File: config.mk
export PLATFORM = sky130hd
export DESIGN_NAME = lossless_jpeg_raw_encoder_core
export DESIGN_NICKNAME = d
export VERILOG_FILES = /design/src/rtl/ljre_pkg.sv /design/src/rtl/lossless_jpeg_raw_encoder_core.sv /design/src/rtl/ljre_ctrl.sv /design/src/rtl/ljre_dp.sv
export SDC_FILE = /design/constraint.sdc
export NUM_CORES = 1
export LEC_CHECK = 0
export BUFFER_PORTS_ARGS = -buffer_cell sky130_fd_sc_hd__clkbuf_2
export CORE_ASPECT_RATIO = 1.4
export CORE_MARGIN = 2
export CORE_UTILIZATION = 30
export CTS_BUF_LIST = sky130_fd_sc_hd__clkbuf_8
export DETAILED_ROUTE_END_ITERATION = 10
export HOLD_SLACK_MARGIN = 0.03
export PLACE_DENSITY = 0.55
export SLEW_MARGIN = 15
export SYNTH_ARGS = -nofsm -noshare
export SYNTH_HDL_FRONTEND = slang
export SYNTH_SLANG_ARGS = --single-unit
File: constraint.sdc
create_clock -name clk -period 10.7 [get_ports clk]
set_input_delay 2.14 -clock clk [delete_from_list [all_inputs] [get_ports clk]]
set_output_delay 2.14 -clock clk [all_outputs]
set_load 0.02 [all_outputs]
File: src/rtl/ljre_pkg.sv
`default_nettype none

package ljre_pkg;

  // configuration register indexes
  localparam logic CFG_ROW_WIDTH     = 1'b0;
  localparam logic CFG_CODE_RANK_MAP = 1'b1;

  localparam int CFG_DATA_W = 52;
  localparam logic [15:0] ROW_WIDTH_RST = 16'd1;
  localparam logic [51:0] RANK_MAP_RST  = 52'hCBA9876543210;

  // pending bit string: up to 7 held bits plus 10 prefix bits plus 12 value bits
  localparam int PEND_W = 29;
  localparam int CNT_W  = 5;
  localparam int WORD_W = 22;

  localparam logic [3:0] LAST_RANK = 4'd12;
  localparam logic [7:0] BYTE_FF   = 8'hFF;

  // byte phases of the packed sample stream
  localparam logic [1:0] PH_FIRST  = 2'd0;
  localparam logic [1:0] PH_SECOND = 2'd1;
  localparam logic [1:0] PH_THIRD  = 2'd2;

  typedef enum logic [1:0] {
    S_IDLE,
    S_ENCODE,
    S_EMIT,
    S_STUFF
  } ljre_state_t;

  typedef struct packed {
    logic accept;
    logic encode;
    logic emit;
    logic stuff;
  } ljre_cmd_t;

  typedef struct packed {
    logic will_encode;
    logic cnt_ge8;
    logic top_ff;
    logic more;
    logic slot_free;
  } ljre_status_t;

  function automatic logic [9:0] prefix_code(input logic [3:0] rank);
    logic [9:0] c;
    case (rank)
      4'd0:    c = 10'h000;
      4'd1:    c = 10'h001;
      4'd2:    c = 10'h004;
      4'd3:    c = 10'h005;
      4'd4:    c = 10'h006;
      4'd5:    c = 10'h00E;
      4'd6:    c = 10'h01E;
      4'd7:    c = 10'h03E;
      4'd8:    c = 10'h07E;
      4'd9:    c = 10'h0FE;
      4'd10:   c = 10'h1FE;
      4'd11:   c = 10'h3FE;
      default: c = 10'h3FF;
    endcase
    return c;
  endfunction

  function automatic logic [3:0] prefix_len(input logic [3:0] rank);
    logic [3:0] l;
    case (rank)
      4'd0, 4'd1:       l = 4'd2;
      4'd2, 4'd3, 4'd4: l = 4'd3;
      4'd5:             l = 4'd4;
      4'd6:             l = 4'd5;
      4'd7:             l = 4'd6;
      4'd8:             l = 4'd7;
      4'd9:             l = 4'd8;
      4'd10:            l = 4'd9;
      default:          l = 4'd10;
    endcase
    return l;
  endfunction

endpackage

`default_nettype wire

File: src/rtl/lossless_jpeg_raw_encoder_core.sv
// a sample-completing byte passes through ENCODE and EMIT before its first coded byte
//   reaches the output register; the first byte of a sample triple is taken in IDLE with
//   no encode; the emit loop passes once per coded byte (stuffed zeros included) and
//   output stalls hold it; no new raw byte is taken until the loop returns to IDLE
// reset: rst_n synchronous, active low; predictors to mid-scale, packer empty,
//   configuration registers to their defaults
`default_nettype none

module lossless_jpeg_raw_encoder_core #(
  parameter int SAMPLE_BITS = 12
) (
  input  logic                            clk,
  input  logic                            rst_n,
  // configuration writes, only while no item is in flight
  input  logic                            cfg_we,
  input  logic                            cfg_index,
  input  logic [ljre_pkg::CFG_DATA_W-1:0] cfg_data,
  // packed raw byte stream
  input  logic                            in_valid,
  output logic                            in_stall,
  input  logic [7:0]                      in_raw_byte,
  // coded byte stream
  output logic                            out_valid,
  input  logic                            out_stall,
  output logic [7:0]                      out_byte,
  output logic                            out_is_last
);

  // controller sequences accept, encode and the byte emit loop;
  // the datapath holds predictors, bit packer and the output register
  ljre_pkg::ljre_cmd_t    cmd;
  ljre_pkg::ljre_status_t status;

  ljre_ctrl u_ctrl (
    .clk      (clk),
    .rst_n    (rst_n),
    .in_valid (in_valid),
    .status   (status),
    .cmd      (cmd),
    .in_stall (in_stall)
  );

  // one output register parts the emit loop from the consumer, so the last
  // coded byte of an item may still wait while the next item is taken
  ljre_dp #(
    .SAMPLE_BITS (SAMPLE_BITS)
  ) u_dp (
    .clk         (clk),
    .rst_n       (rst_n),
    .cfg_we      (cfg_we),
    .cfg_index   (cfg_index),
    .cfg_data    (cfg_data),
    .in_raw_byte (in_raw_byte),
    .out_stall   (out_stall),
    .cmd         (cmd),
    .status      (status),
    .out_valid   (out_valid),
    .out_byte    (out_byte),
    .out_is_last (out_is_last)
  );

endmodule

`default_nettype wire

File: src/rtl/ljre_ctrl.sv
`default_nettype none

module ljre_ctrl (
  input  logic                  clk,
  input  logic                  rst_n,
  input  logic                  in_valid,
  input  ljre_pkg::ljre_status_t status,
  output ljre_pkg::ljre_cmd_t    cmd,
  output logic                  in_stall
);

  ljre_pkg::ljre_state_t state_r, state_nxt;

  always_ff @(posedge clk) begin
    if (!rst_n) begin
      state_r <= ljre_pkg::S_IDLE;
    end else begin
      state_r <= state_nxt;
    end
  end

  always_comb begin
    state_nxt = state_r;
    case (state_r)
      ljre_pkg::S_IDLE: begin
        if (in_valid && status.will_encode) state_nxt = ljre_pkg::S_ENCODE;
      end
      ljre_pkg::S_ENCODE: begin
        state_nxt = ljre_pkg::S_EMIT;
      end
      ljre_pkg::S_EMIT: begin
        if (!status.cnt_ge8) begin
          state_nxt = ljre_pkg::S_IDLE;
        end else if (status.slot_free) begin
          if (status.top_ff)    state_nxt = ljre_pkg::S_STUFF;
          else if (status.more) state_nxt = ljre_pkg::S_EMIT;
          else                  state_nxt = ljre_pkg::S_IDLE;
        end
      end
      ljre_pkg::S_STUFF: begin
        if (status.slot_free) begin
          state_nxt = status.cnt_ge8 ? ljre_pkg::S_EMIT : ljre_pkg::S_IDLE;
        end
      end
      default: state_nxt = ljre_pkg::S_IDLE;
    endcase
  end

  always_comb begin
    cmd      = '0;
    in_stall = 1'b1;
    case (state_r)
      ljre_pkg::S_IDLE: begin
        in_stall   = 1'b0;
        cmd.accept = in_valid;
      end
      ljre_pkg::S_ENCODE: cmd.encode = 1'b1;
      ljre_pkg::S_EMIT:   cmd.emit   = status.cnt_ge8 && status.slot_free;
      ljre_pkg::S_STUFF:  cmd.stuff  = status.slot_free;
      default:            cmd        = '0;
    endcase
  end

endmodule

`default_nettype wire

File: src/rtl/ljre_dp.sv
`default_nettype none

module ljre_dp #(
  parameter int SAMPLE_BITS = 12
) (
  input  logic                             clk,
  input  logic                             rst_n,
  input  logic                             cfg_we,
  input  logic                             cfg_index,
  input  logic [ljre_pkg::CFG_DATA_W-1:0]  cfg_data,
  input  logic [7:0]                       in_raw_byte,
  input  logic                             out_stall,
  input  ljre_pkg::ljre_cmd_t              cmd,
  output ljre_pkg::ljre_status_t           status,
  output logic                             out_valid,
  output logic [7:0]                       out_byte,
  output logic                             out_is_last
);

  localparam int SB = SAMPLE_BITS;
  localparam int PW = ljre_pkg::PEND_W;
  localparam int CW = ljre_pkg::CNT_W;
  localparam logic [SB-1:0] PRED_RST = SB'(1) << (SB - 1);

  logic [15:0] row_width_r;
  logic [51:0] rank_map_r;
  logic [1:0]  phase_r, phase_nxt;
  logic [7:0]  held_r;
  logic [SB-1:0] pixel_r, pixel_nxt;
  logic [SB-1:0] left_r [2];
  logic [SB-1:0] left_nxt [2];
  logic [SB-1:0] rs_r [2];
  logic [SB-1:0] rs_nxt [2];
  logic [15:0] col_r, col_nxt;
  logic [PW-1:0] pend_r, pend_nxt;
  logic [CW-1:0] cnt_r, cnt_nxt;
  logic        out_valid_r, out_valid_nxt;
  logic [7:0]  out_byte_r, out_byte_nxt;
  logic        out_last_r, out_last_nxt;

  // sample assembly
  logic [11:0] pix12;
  logic [15:0] pix_wide;

  always_comb begin
    pix12    = (phase_r == ljre_pkg::PH_SECOND) ? {held_r, in_raw_byte[7:4]}
                                                : {held_r[3:0], in_raw_byte};
    pix_wide = {4'b0, pix12};
    pixel_nxt = pix_wide[SB-1:0];
    if (phase_r == ljre_pkg::PH_SECOND)     phase_nxt = ljre_pkg::PH_THIRD;
    else if (phase_r == ljre_pkg::PH_THIRD) phase_nxt = ljre_pkg::PH_FIRST;
    else                                    phase_nxt = ljre_pkg::PH_SECOND;
  end

  // difference, category and code word
  logic signed [SB:0]  diff;
  logic signed [16:0]  d17;
  logic signed [12:0]  dsat;
  logic [12:0]         mag;
  logic [12:0]         vbits;
  logic [3:0]          cat;
  logic [3:0]          rank;
  logic [9:0]          code;
  logic [CW-1:0]       tot;
  logic [ljre_pkg::WORD_W-1:0] word;

  always_comb begin
    diff = $signed({1'b0, pixel_r}) - $signed({1'b0, left_r[0]});
    d17  = 17'(diff);
    if (d17 > 17'sd4095)       dsat = 13'sd4095;
    else if (d17 < -17'sd4095) dsat = -13'sd4095;
    else                       dsat = d17[12:0];
    mag = dsat[12] ? 13'(-dsat) : dsat;
    cat = '0;
    for (int i = 0; i < 12; i++) begin
      if (mag[i]) cat = 4'(i + 1);
    end
    rank = rank_map_r[{cat, 2'b00} +: 4];
    if (rank > ljre_pkg::LAST_RANK) rank = ljre_pkg::LAST_RANK;
    code  = ljre_pkg::prefix_code(rank);
    vbits = (dsat[12] ? 13'(dsat - 13'sd1) : dsat) & ((13'd1 << cat) - 13'd1);
    word  = ({12'b0, code} << cat) | {10'b0, vbits[11:0]};
    tot   = CW'(ljre_pkg::prefix_len(rank)) + CW'(cat);
  end

  // byte extraction from the pending bits
  logic [CW-1:0] rem;
  logic [7:0]    top;

  always_comb begin
    rem = cnt_r - CW'(8);
    top = 8'(pend_r >> rem);
    status.will_encode = (phase_r == ljre_pkg::PH_SECOND) ||
                         (phase_r == ljre_pkg::PH_THIRD);
    status.cnt_ge8   = cnt_r >= CW'(8);
    status.top_ff    = top == ljre_pkg::BYTE_FF;
    status.more      = rem >= CW'(8);
    status.slot_free = !out_valid_r || !out_stall;
  end

  // predictor and row bookkeeping
  logic col_end;

  always_comb begin
    col_end   = ({1'b0, col_r} + 17'd1) >= {1'b0, row_width_r};
    rs_nxt[0] = rs_r[0];
    rs_nxt[1] = rs_r[1];
    if (col_r < 16'd2) rs_nxt[col_r[0]] = pixel_r;
    if (col_end) begin
      left_nxt[0] = rs_nxt[0];
      left_nxt[1] = rs_nxt[1];
      col_nxt     = '0;
    end else begin
      left_nxt[0] = left_r[1];
      left_nxt[1] = pixel_r;
      col_nxt     = col_r + 16'd1;
    end
  end

  // bit packing and output register
  always_comb begin
    pend_nxt      = pend_r;
    cnt_nxt       = cnt_r;
    out_byte_nxt  = out_byte_r;
    out_last_nxt  = out_last_r;
    out_valid_nxt = out_valid_r && out_stall;
    if (cmd.encode) begin
      pend_nxt = (pend_r << tot) | PW'(word);
      cnt_nxt  = cnt_r + tot;
    end
    if (cmd.emit) begin
      out_byte_nxt  = top;
      out_last_nxt  = !status.top_ff && !status.more;
      out_valid_nxt = 1'b1;
      pend_nxt      = pend_r & ((PW'(1) << rem) - PW'(1));
      cnt_nxt       = rem;
    end
    if (cmd.stuff) begin
      out_byte_nxt  = '0;
      out_last_nxt  = !status.cnt_ge8;
      out_valid_nxt = 1'b1;
    end
  end

  always_ff @(posedge clk) begin
    if (!rst_n) begin
      row_width_r <= ljre_pkg::ROW_WIDTH_RST;
      rank_map_r  <= ljre_pkg::RANK_MAP_RST;
      phase_r     <= ljre_pkg::PH_FIRST;
      held_r      <= '0;
      left_r[0]   <= PRED_RST;
      left_r[1]   <= PRED_RST;
      rs_r[0]     <= '0;
      rs_r[1]     <= '0;
      col_r       <= '0;
      pend_r      <= '0;
      cnt_r       <= '0;
      out_valid_r <= 1'b0;
    end else begin
      if (cfg_we) begin
        case (cfg_index)
          ljre_pkg::CFG_ROW_WIDTH:     row_width_r <= cfg_data[15:0];
          ljre_pkg::CFG_CODE_RANK_MAP: rank_map_r  <= cfg_data;
          default:                     rank_map_r  <= rank_map_r;
        endcase
      end
      if (cmd.accept) begin
        phase_r <= phase_nxt;
        held_r  <= in_raw_byte;
      end
      if (cmd.encode) begin
        left_r[0] <= left_nxt[0];
        left_r[1] <= left_nxt[1];
        rs_r[0]   <= rs_nxt[0];
        rs_r[1]   <= rs_nxt[1];
        col_r     <= col_nxt;
      end
      pend_r      <= pend_nxt;
      cnt_r       <= cnt_nxt;
      out_valid_r <= out_valid_nxt;
    end
  end

  always_ff @(posedge clk) begin
    if (cmd.accept) pixel_r <= pixel_nxt;
    out_byte_r <= out_byte_nxt;
    out_last_r <= out_last_nxt;
  end

  assign out_valid   = out_valid_r;
  assign out_byte    = out_byte_r;
  assign out_is_last = out_last_r;

endmodule

`default_nettype wire

* Word level (Yosys, flattened, before mapping) *
Memories as Yosys holds them, arrays and structs flattened.
Index checks and enable logic that the tools add are counted.

word-level totals
  flip-flop bits (word level) = 152
  bits in writable memories = 48
  memory bits (read-only) = 224
  input bits = 66
  output and inout port bits = 11
  logic and storage cells = 133
  memories = 4

memories
  memory            depth  width  rd ports  clocked after memory_dff  write ports  RTL line        source
  (name not given)  16     10     1         0                         0            ljre_pkg.sv:50  case (rank)
  (name not given)  16     4      1         0                         0            ljre_pkg.sv:70  case (rank)
  u_dp.left_r       2      12     2         0                         2            ljre_dp.sv:30   logic [SB-1:0] left_r [2];
  u_dp.rs_r         2      12     2         0                         2            ljre_dp.sv:32   logic [SB-1:0] rs_r [2];

operators by class
  add/sub/neg operators = 10
  $lt $le $gt $ge = 9
  equality and inequality tests = 9
  shift operators = 6
  mux-type cells = 55
  bitwise gates (word level) = 10
  reductions and logical operators = 18

operators by type and width
  operator                                              count
  2-to-1 mux 12 bit                                     8
  2-to-1 mux 29 bit                                     2
  variable part select 52 x 7 -> 4 bit                  1
  2-to-1 mux 24 bit                                     2
  AND 29 bit                                            1
  bitwise OR 29 x 22 -> 29 bit                          1
  left shift 1 x 5 -> 29 bit (first input constant)     1
  left shift 29 x 5 -> 29 bit                           1
  >> shifter 29 x 5 -> 8 bit                            1
  subtractor 29 x 1 -> 29 bit (second input constant)   1
  2-to-1 mux 13 bit                                     2
  bitwise mux 24 bit                                    1
  2-to-1 mux 4 bit                                      6
  bitwise OR 22 x 12 -> 22 bit                          1
  left shift 10 x 4 -> 22 bit                           1
  2-to-1 mux 2 bit                                      10
  adder 16 x 1 -> 17 bit (second input constant)        1
  greater-or-equal comparator 17 x 16 -> 1 bit          1
  adder 16 x 1 -> 16 bit (second input constant)        1
  < comparator 16 x 2 -> 1 bit (second input constant)  1
  2-to-1 mux 16 bit                                     1
  2-to-1 mux 1 bit                                      15
  > comparator 13 bit (second input constant)           1
  < comparator 13 bit (second input constant)           1
  other kinds (32)                                      55

* Depth between registers and ports, before layout *
Gate-level depths: netlist of the first run.
An unclocked memory read counts as a cell.

  word-level depth = 28
  gate-level depth with buffers = 48
  depth with buffers taken out = 42

* Modules after synthesis *
Synthesis of the first run repeated with hierarchy kept, for this count alone.

second synthesis, totals
  cell total of the unflattened synthesis = 1,917
  area, all modules = 15,339.7 um^2

by module, submodules not included
  module     instances  cells an instance  area each (um^2)  sequential area each (um^2)
  ljre_dp    1          1,899              15,200.8          4,574.4
  ljre_ctrl  1          18                 138.9             40.0

* Worst setup path before layout of the first run *
Ideal clock, no wire load.

  kind = register to register
  from = register u_dp.pixel_r[0]
  to = register u_dp.cnt_r[4]
  setup time = 0.115 ns
  arrival = 9.629 ns
  required time = 10.585 ns
  slack = 0.956 ns
  stages on the path, launching flop included = 46
  buffers on the path = 7
  period minus slack after synthesis = 9.744 ns
  path through = edfxtp_1 > inv_1 > ha_1 > fa_1 > nor2b_1 > o21ai_0 > a21o_1 > o21ai_0 > xnor2_1 > nand2_1 > nor4_1 > a31o_2 > ha_1 > clkbuf_1 > buf_1 > clkbuf_1 > nor2b_1 > ha_1 > [... 10 more ...] > a221oi_1 > o21ai_1 > buf_2 > xnor2_1 > or3_1 > fa_1 > xnor2_1 > inv_1 > clkbuf_1 > buf_1 > ha_1 > nor2b_1 > o21a_1 > nor2_1 > xnor2_1 > a21oi_1 > nor2_1 > o21a_1

on the way
  longest elaborated chain between the ends = 26
  elaborated cells between the ends (all ways) = 27
  classes of those cells = add/sub (4); order compare (3); shift (1); mux (18); memory (1)

ends and longest elaborated chain
  element                               RTL line        source
  start: declaration                    ljre_dp.sv:29   logic [SB-1:0] pixel_r, pixel_nxt;
  start signal: assignment              ljre_dp.sv:185  if (cmd.accept) pixel_r <= pixel_nxt;
  subtractor 12 x 12 -> 13 bit (*)      ljre_dp.sv:68   diff = $signed({1'b0, pixel_r}) - $signed({1'b0, left_r[0]});
  < comparator 13 bit                   ljre_dp.sv:71   else if (d17 < -17'sd4095) dsat = -13'sd4095;
  2-to-1 mux 13 bit                     ljre_dp.sv:71
  2-to-1 mux 13 bit (*)                 ljre_dp.sv:70   if (d17 > 17'sd4095) dsat = 13'sd4095;
  negator 12 bit                        ljre_dp.sv:73   mag = dsat[12] ? 13'(-dsat) : dsat;
  2-to-1 mux 12 bit (*)                 ljre_dp.sv:73
  2-to-1 mux 1 bit                      ljre_dp.sv:76   if (mag[i]) cat = 4'(i + 1);
  2-to-1 mux 2 bit (2 in a row)         ljre_dp.sv:76
  [... 9 more ...]                      -
  variable part select 52 x 7 -> 4 bit  ljre_dp.sv:78   rank = rank_map_r[{cat, 2'b00} +: 4];
  > comparator 4 bit                    ljre_dp.sv:79   if (rank > ljre_pkg::LAST_RANK) rank = ljre_pkg::LAST_RANK;
  2-to-1 mux 4 bit                      ljre_dp.sv:79
  memory read (16 x 4 bit)              -
  adder 4 x 4 -> 5 bit (*)              ljre_dp.sv:83   tot = CW'(ljre_pkg::prefix_len(rank)) + CW'(cat);
  adder 5 bit (*)                       ljre_dp.sv:129  cnt_nxt = cnt_r + tot;
  2-to-1 mux 5 bit (*)                  ljre_dp.sv:127  if (cmd.encode) begin
  2-to-1 mux 5 bit (*)                  ljre_dp.sv:131  if (cmd.emit) begin
  end signal: assignment                ljre_dp.sv:179  cnt_r <= cnt_nxt;
  end: declaration                      ljre_dp.sv:36   logic [CW-1:0] cnt_r, cnt_nxt;

Every way passes the cells marked *; elsewhere a longest branch is shown, timed or not. The select of a mux whose other input is x is not followed.
A chain may end at the register's enable or synchronous reset.

* Worst setup path after layout of the first run *
  from = register u_dp.pixel_r[0]
  to = register u_dp.pend_r[28]

on the way
  longest elaborated chain between the ends = 27
  elaborated cells between the ends (all ways) = 28
  classes of those cells = add/sub (3); order compare (3); shift (2); mux (18); bitwise (1); memory (1)

ends and longest elaborated chain
  element                           RTL line        source
  subtractor 12 x 12 -> 13 bit (*)  ljre_dp.sv:68
  < comparator 13 bit               ljre_dp.sv:71
  2-to-1 mux 13 bit                 ljre_dp.sv:71
  2-to-1 mux 13 bit (*)             ljre_dp.sv:70
  negator 12 bit                    ljre_dp.sv:73
  2-to-1 mux 12 bit (*)             ljre_dp.sv:73
  2-to-1 mux 1 bit                  ljre_dp.sv:76
  2-to-1 mux 2 bit (2 in a row)     ljre_dp.sv:76
  [... 10 more ...]                 -
  > comparator 4 bit                ljre_dp.sv:79
  2-to-1 mux 4 bit                  ljre_dp.sv:79
  memory read (16 x 4 bit)          -
  adder 4 x 4 -> 5 bit (*)          ljre_dp.sv:83
  left shift 29 x 5 -> 29 bit (*)   ljre_dp.sv:128  pend_nxt = (pend_r << tot) | PW'(word);
  bitwise OR 29 x 22 -> 29 bit (*)  ljre_dp.sv:128
  2-to-1 mux 29 bit (*)             ljre_dp.sv:127
  2-to-1 mux 29 bit (*)             ljre_dp.sv:131
  end signal: assignment            ljre_dp.sv:178  pend_r <= pend_nxt;
  end: declaration                  ljre_dp.sv:35   logic [PW-1:0] pend_r, pend_nxt;

Marks and branches as above.

==> metrics.json, run 1 <==
{
  "netlist_top_cells_count": "316 x nand2_1, 178 x a21oi_1, 150 x nor2_1, 139 x dfxtp_1, 110 x clkbuf_1",
  "synth-warning-count": 0,
  "slew_headroom_pct": 30.7,
  "dominantRegCellSynth": "dfxtp_1",
  "syn_area_um2": 14800,
  "power-per-cell-area_nw_per_um2": 327,
  "cts_buffers": 17,
  "place_area_um2": 15900,
  "synth_top_cell_by_area": "dfxtp_1",
  "synth_nets": 1998,
  "core.rowCount": 96,
  "maxClockFrequency_mhz": 101,
  "wl_per_cell_um": 20.2,
  "netlist.area_leader.share_pct": 18.8,
  "r2r_end": "u_dp.pend_r[28]",
  "synthCells": 1884,
  "timing_worst_setup_path_type": "flip-flop to flip-flop",
  "dieWidth_um": 192,
  "edff_count_synth": 61,
  "final.setup_skew_ns": 0.0204,
  "total_number_of_vias": 14500,
  "number_of_nets_with_antenna_violations_after_detailed_routing": 0,
  "viasPerCell": 5.70,
  "grt_max_degree": 58,
  "vdd.ir_drop.worst_mv": 0.282,
  "whs_path_depth": 2,
  "depth_of_the_worst_register_to_register_path": 37,
  "drv.max_cap_violation_count": 0,
  "drc": 0,
  "worst_skew_pair.late_latency_ns": 0.54,
  "io_pins": 77,
  "source_of_the_worst_hold_timing_path": "u_dp.rank_map_r[24]",
  "finalSetupViolCount": 0,
  "crit_slowest_cell": "o21ai_0",
  "fp.dieArea_um2": 51200,
  "die_height_um": 267,
  "critPathLaunchType": "flip-flop",
  "cts_num_sinks": 200,
  "timing_max_transition_violations_final": 0,
  "worst-endpoint-required_ns": 11.12,
  "firstDrtPassIters": 5,
  "yosys-top-cells-area": "dfxtp_1 19%, edfxtp_1 12%, nand2_1 8.0%",
  "outcome": "complete, no violations",
  "dpl.hpwl_mm": 38.0,
  "worst-path-max-fanout": 22,
  "cell_chosen_for_the_clock_root": "clkbuf_8",
  "grt_antenna_before_repair": 1,
  "globalRoute.totalOverflow": 0,
  "setup_repair_after_global_routing_missed_its_margin": "no",
  "min-delay-path-class": "flip-flop to flip-flop",
  "drtIter0Drc": 1114,
  "setup.worst_path.end_class": "flip-flop",
  "synth_most_common_cell": "nand2_1",
  "finalWeightedCongestion": 0.996,
  "cts.htree.levels": 4,
  "port_buffers": 76,
  "arrival_ns": 10.37,
  "grt_pass1_vias": 14200,
  "timing.critical_path.slowest_cell_delay_ns": 0.62,
  "ctsHoldBuffers": 0,
  "fp.coreArea_um2": 48900,
  "final_layout_size_suffix_gt1_share_pct": 13.8,
  "fin_area_um2": 16400,
  "min_to": "u_dp.rank_map_r[24]",
  "max_slew.worst_pin.slew_ns": 1.04,
  "layout.filler_cells": 5180,
  "power.leakage_nw": 6.11,
  "track_usage_pct": 20.3,
  "postSynthRegisterBits": 200,
  "design.final.nets": 2011,
  "timing.reg2reg.setup_slack_ns": 0.75,
  "detail_route.wirelength_mm": 51.5,
  "clockBufferDepth": 2,
  "tritoncts_clock_tree": "built",
  "crit_path_time_final_ns": 9.95,
  "share_of_the_yosys_chip_area_belonging_to_registers_pct": 31.2,
  "r2r_start": "u_dp.pixel_r[0]",
  "timing_hold_violations_final": 0,
  "grt_pass1_wl_mm": 81.0,
  "ys_async_sr_fraction_pct": 0,
  "number_of_distinct_library_cells_after_synthesis": 91,
  "area_delta_synth_final_pct": 10.5,
  "final_critical_path_share_of_the_clock_period_pct": 93.0,
  "clkSlewWorstSetupHoldPaths_ns": 0.12,
  "synth.avg_cell_area_um2": 7.86,
  "initial_standard_cell_utilization_of_the_core_pct": 30.3,
  "totalNegativeSetupSlack_ns": 0
}
## critical path: cells and delay by family (launching register included)
kind	cells	cell delay, ns
AO/OA/AOI/OAI	15	4.17
buffers and inverters	4	0.71
XOR/XNOR	3	0.86
flip-flops	1	0.41
adder cells (fa/ha/maj)	4	1.44
AND/OR/NAND/NOR	11	2.24
## layout make-up
| type | instances | area [µm²] | share of cell area [%] |
|---|---|---|---|
| Sequential cell | 200 | 4620 | 28.2 |
| Antenna cell | 1 | 2.50 | 0.0153 |
| Inverter | 68 | 255 | 1.56 |
| Clock inverter | 15 | 169 | 1.03 |
| Multi-Input combinational cell | 1480 | 9490 | 58.0 |
| Clock buffer | 17 | 234 | 1.43 |
| Timing Repair Buffer | 130 | 786 | 4.80 |
| Tap cell | 637 | 797 | 4.87 |
## report_power, final
part | internal [W] | switching [W]
clock network | 0.000187 | 0.000333
logic | 0.00130 | 0.00258
registers | 0.000862 | 0.0000766
## worst max-delay path by stage
stage	end	startpoint	slack, ns	depth (start not counted)
global placement	u_dp.pend_r[25]	u_dp.pixel_r[0]	0.32	40
floorplan	u_dp.cnt_r[4]	u_dp.pixel_r[0]	0.96	45
finish	u_dp.pend_r[28]	u_dp.pixel_r[0]	0.75	37
global route	u_dp.pend_r[14]	u_dp.pixel_r[6]	0.0005	40
CTS	u_dp.pend_r[25]	u_dp.pixel_r[0]	0.14	40
detailed placement	u_dp.pend_r[25]	u_dp.pixel_r[0]	0.20	40
## per-stage QoR
| stage | setup slack, ns | power [W] | utilization [%] | cells | hold slack, ns |
|---|---|---|---|---|---|
| global route | 0.000504 | 0.00572 | 33.5 | 2548 | 0.483 |
| CTS | 0.142 | 0.00522 | 33.3 | 2545 | 0.463 |
| global placement | 0.315 | 0.00469 | 32.5 | 2513 | 0.444 |
| detailed placement | 0.204 | 0.00469 | 32.5 | 2513 | 0.446 |
| floorplan | 0.956 | 0.00358 | - | 1884 | 0.431 |
| finish | 0.752 | 0.00534 | 33.5 | 2548 | 0.462 |
## registers in the layout, summed over array words and instances, names as in the netlist
signal,count
u_dp.out_byte,8
u_ctrl.state_r,2
u_dp.cnt_r,5
u_dp.held_r,8
u_dp.out_is_last,1
u_dp.col_r,16
u_dp.left_r,24
u_dp.phase_r,2
u_dp.row_width_r,16
u_dp.out_valid,1
u_dp.pend_r,29
u_dp.pixel_r,12
u_dp.rank_map_r,52
u_dp.rs_r,24
## placed cells by master, fill, tap and decap left out, drive strengths merged, types with 13 or more instances in the layout
cell type	synthesis	routed
xnor2	25	25
inv	65	74
nand3	47	47
o221ai	13	13
and3	13	13
ha	45	45
o211ai	39	39
a211oi	37	37
nor2b	22	22
a22o	16	16
a221oi	16	16
nand4	18	18
buf	26	54
mux2i	97	97
o21a	15	15
o21ai	102	102
mux2	40	40
and2	24	24
nor4	13	13
dfxtp	139	139
edfxtp	61	61
nand2	316	316
clkbuf	110	93
nor2	152	152
a21o	13	13
a31oi	18	18
a21oi	179	179
nor3	38	38
## cell families after synthesis
logic type / after synthesis / synth area share [%]
mux: 147 / 11.1
buf+inv: 204 / 5.26
fa+ha+maj: 50 / 4.34
flops: 200 / 31.2
compound gates: 564 / 25.3
simple gates: 682 / 20.6
xor+xnor: 37 / 2.24
## per-layer routing
layer  share of wire, %  wire (µm)  vias up  global-route usage, %
met5                  0          0        -                      0
met4                5.5       2820        0                   11.0
met3                4.4       2240      148                   2.84
met2                 50      25700      477                   35.4
met1                 40      20800     7009                   23.8
li1                   -          -     6894                      -
## what timing repair did
action	in CTS	in global routing
endpoints found under the setup margin	0	31
endpoints found under the hold margin	0	0
resized for setup	0	13
setup buffers	0	2
Note: power is estimated with default switching activity, not from simulation.
==> run 2: changes to the inputs <==
Settings changed: REMOVE_ABC_BUFFERS set to 1, SETUP_SLACK_MARGIN set to 0.3.
==> metrics.json, run 2 (same netlist as run 1, synthesis figures left out) <==
{
  "clkSlewWorstSetupHoldPaths_ns": 0.12,
  "grt_pass1_wl_mm": 81.4,
  "tritoncts_clock_tree": "built",
  "viasPerCell": 5.69,
  "placedCellCount": 2518,
  "globalRoute.totalOverflow": 0,
  "crit_path_time_final_ns": 9.85,
  "layout.cells.most_common": "nand2_1",
  "worst_hold_slack_ns": 0.462,
  "max_slew.worst_pin.slew_ns": 1.03,
  "firstDrtPassIters": 6,
  "final_layout_size_suffix_gt1_share_pct": 14.1,
  "largestRegisters": "u_dp.rank_map_r (52), u_dp.pend_r (29)",
  "total_number_of_vias": 14500,
  "most-common-layout-cells": "315 x nand2_1, 178 x a21oi_1, 148 x nor2_1",
  "port_buffers": 76,
  "dieWidth_um": 192,
  "power.leakage_nw": 6.13,
  "grt_max_degree": 70,
  "stdcell_count": 2552,
  "drtIter0Drc": 896,
  "outcome": "complete, no violations",
  "timing_hold_violations_final": 0,
  "depth_of_the_worst_register_to_register_path": 37,
  "largest_register_ff_count": 52,
  "crit_slowest_cell": "a211oi_2",
  "dpl.hpwl_mm": 39.3,
  "r2r_end": "u_dp.pend_r[27]",
  "worst_skew_pair.late_latency_ns": 0.55,
  "timing.critical_path.slowest_cell_delay_ns": 0.58,
  "drc": 0,
  "timing.reg2reg.setup_slack_ns": 0.85,
  "top_reg_by_flops": "u_dp.rank_map_r",
  "setup_repair_after_global_routing_missed_its_margin": "no",
  "setup.worst_path.end_class": "flip-flop",
  "source_of_the_worst_hold_timing_path": "u_dp.rank_map_r[34]",
  "core.rowCount": 96,
  "cts_num_sinks": 200,
  "sw_share_pct": 56.0,
  "intPower_w": 0.00238,
  "die_height_um": 267,
  "worst-path-max-fanout": 29,
  "detail_route.wirelength_mm": 53.0,
  "maxClockFrequency_mhz": 102,
  "final.setup_skew_ns": 0.0240,
  "power-per-cell-area_nw_per_um2": 329,
  "finalWeightedCongestion": 0.960,
  "area_delta_synth_final_pct": 10.9,
  "place_area_um2": 15900,
  "whs_path_depth": 2,
  "wl_per_cell_um": 20.8,
  "initial_standard_cell_utilization_of_the_core_pct": 30.3,
  "grt_pass1_vias": 14000,
  "r2r_start": "u_dp.pixel_r[0]",
  "critPathLaunchType": "flip-flop",
  "seq_power_share_pct": 17.5,
  "fin_ws_ns": 0.848,
  "io_pins": 77,
  "cts.htree.levels": 4,
  "timing_max_transition_violations_final": 0,
  "share_comb_of_total_power_pct": 72.5,
  "slew_headroom_pct": 31.2,
  "cell_chosen_for_the_clock_root": "clkbuf_8",
  "vdd.ir_drop.worst_mv": 0.411,
  "arrival_ns": 10.25,
  "p_sw_w": 0.00302,
  "clockBufferDepth": 2,
  "clock_power_share_pct": 10.1,
  "number_of_nets_with_antenna_violations_after_detailed_routing": 0,
  "fp.dieArea_um2": 51200,
  "cts_buffers": 17,
  "finalSetupViolCount": 0,
  "grt_antenna_before_repair": 1,
  "timing_worst_setup_path_type": "flip-flop to flip-flop",
  "fin_area_um2": 16400,
  "place_ws_ns": 0.381,
  "final_critical_path_share_of_the_clock_period_pct": 92.1,
  "track_usage_pct": 20.6,
  "drv.max_cap_violation_count": 0,
  "fp.coreArea_um2": 48900,
  "min-delay-path-class": "flip-flop to flip-flop",
  "ctsHoldBuffers": 0,
  "worst-endpoint-required_ns": 11.10,
  "design.final.nets": 2015,
  "min_to": "u_dp.rank_map_r[34]"
}
## run 2: cell types whose count changed in the layout (fill, tap and decap cells not counted), sizes merged
| cell | change |
|---|---|
| clkinvlp | +1 |
| inv | -4 |
| clkinv | +3 |
| buf | +4 |
## run 2: cell type report
type | instances | area, µm²
fillers | 5178 | 32500
diodes | 1 | 2.50
repair buffers | 134 | 816
flip-flops and latches | 200 | 4620
clock buffers | 17 | 234
clock inverters | 15 | 198
inverters | 68 | 256
well taps | 637 | 797
multi-input cells | 1480 | 9490
## run 2: power groups by stage
stage	Sequential [W]	Clock [W]	Combinational [W]
5_1_grt	0.000951	0.000583	0.00423
6_report	0.000944	0.000545	0.00392
4_1_cts	0.000941	0.000558	0.00383
3_5_place_dp	0.000959	0	0.00382
2_1_floorplan	0.000960	0	0.00250
3_3_place_gp	0.000957	0	0.00382
## run 2: worst max-delay path by stage
stage	from	to	slack [ns]	cells past startpoint
finish	u_dp.pixel_r[0]	u_dp.pend_r[27]	0.85	37
global route	u_dp.pixel_r[0]	u_dp.pend_r[27]	0.35	39
CTS	u_dp.pixel_r[0]	u_dp.pend_r[15]	0.36	40
detailed placement	u_dp.pixel_r[0]	u_dp.pend_r[27]	0.38	40
global placement	u_dp.pixel_r[0]	u_dp.pend_r[15]	0.61	40
floorplan	u_dp.pixel_r[0]	u_dp.cnt_r[4]	-0.11	40
## run 2: worst max-delay path, delay by kind of cell, from the launching register on
kind,cells,cell delay [ns]
AND/OR/NAND/NOR,9,1.75
adder cells (fa/ha/maj),4,1.65
XOR/XNOR,1,0.15
flip-flops,1,0.42
multiplexers,1,0.40
AO/OA/AOI/OAI,15,4.00
buffers and inverters,7,1.33
## run 2: metrics by stage
step / total power, W / TNS (ns) / utilization (%)
after floorplan: 0.00346 / -0.113 / -
after global placement: 0.00478 / 0 / 32.5
after detailed placement: 0.00478 / 0 / 32.5
after CTS: 0.00533 / 0 / 33.4
after global routing: 0.00576 / 0 / 33.6
final: 0.00540 / 0 / 33.6
## run 2: metal layers
layer / GRT usage [%] / up-vias / share of wire (%)
li1: - / 6928 / -
met1: 23.1 / 6977 / 39
met2: 37.5 / 463 / 52
met3: 2.60 / 144 / 4.0
met4: 11.2 / 0 / 5.2
met5: 0 / - / 0
## run 2: what timing repair did
item | CTS | global route
setup buffers | 0 | 1
endpoints found under the setup margin | 0 | 32
resized for setup | 0 | 19
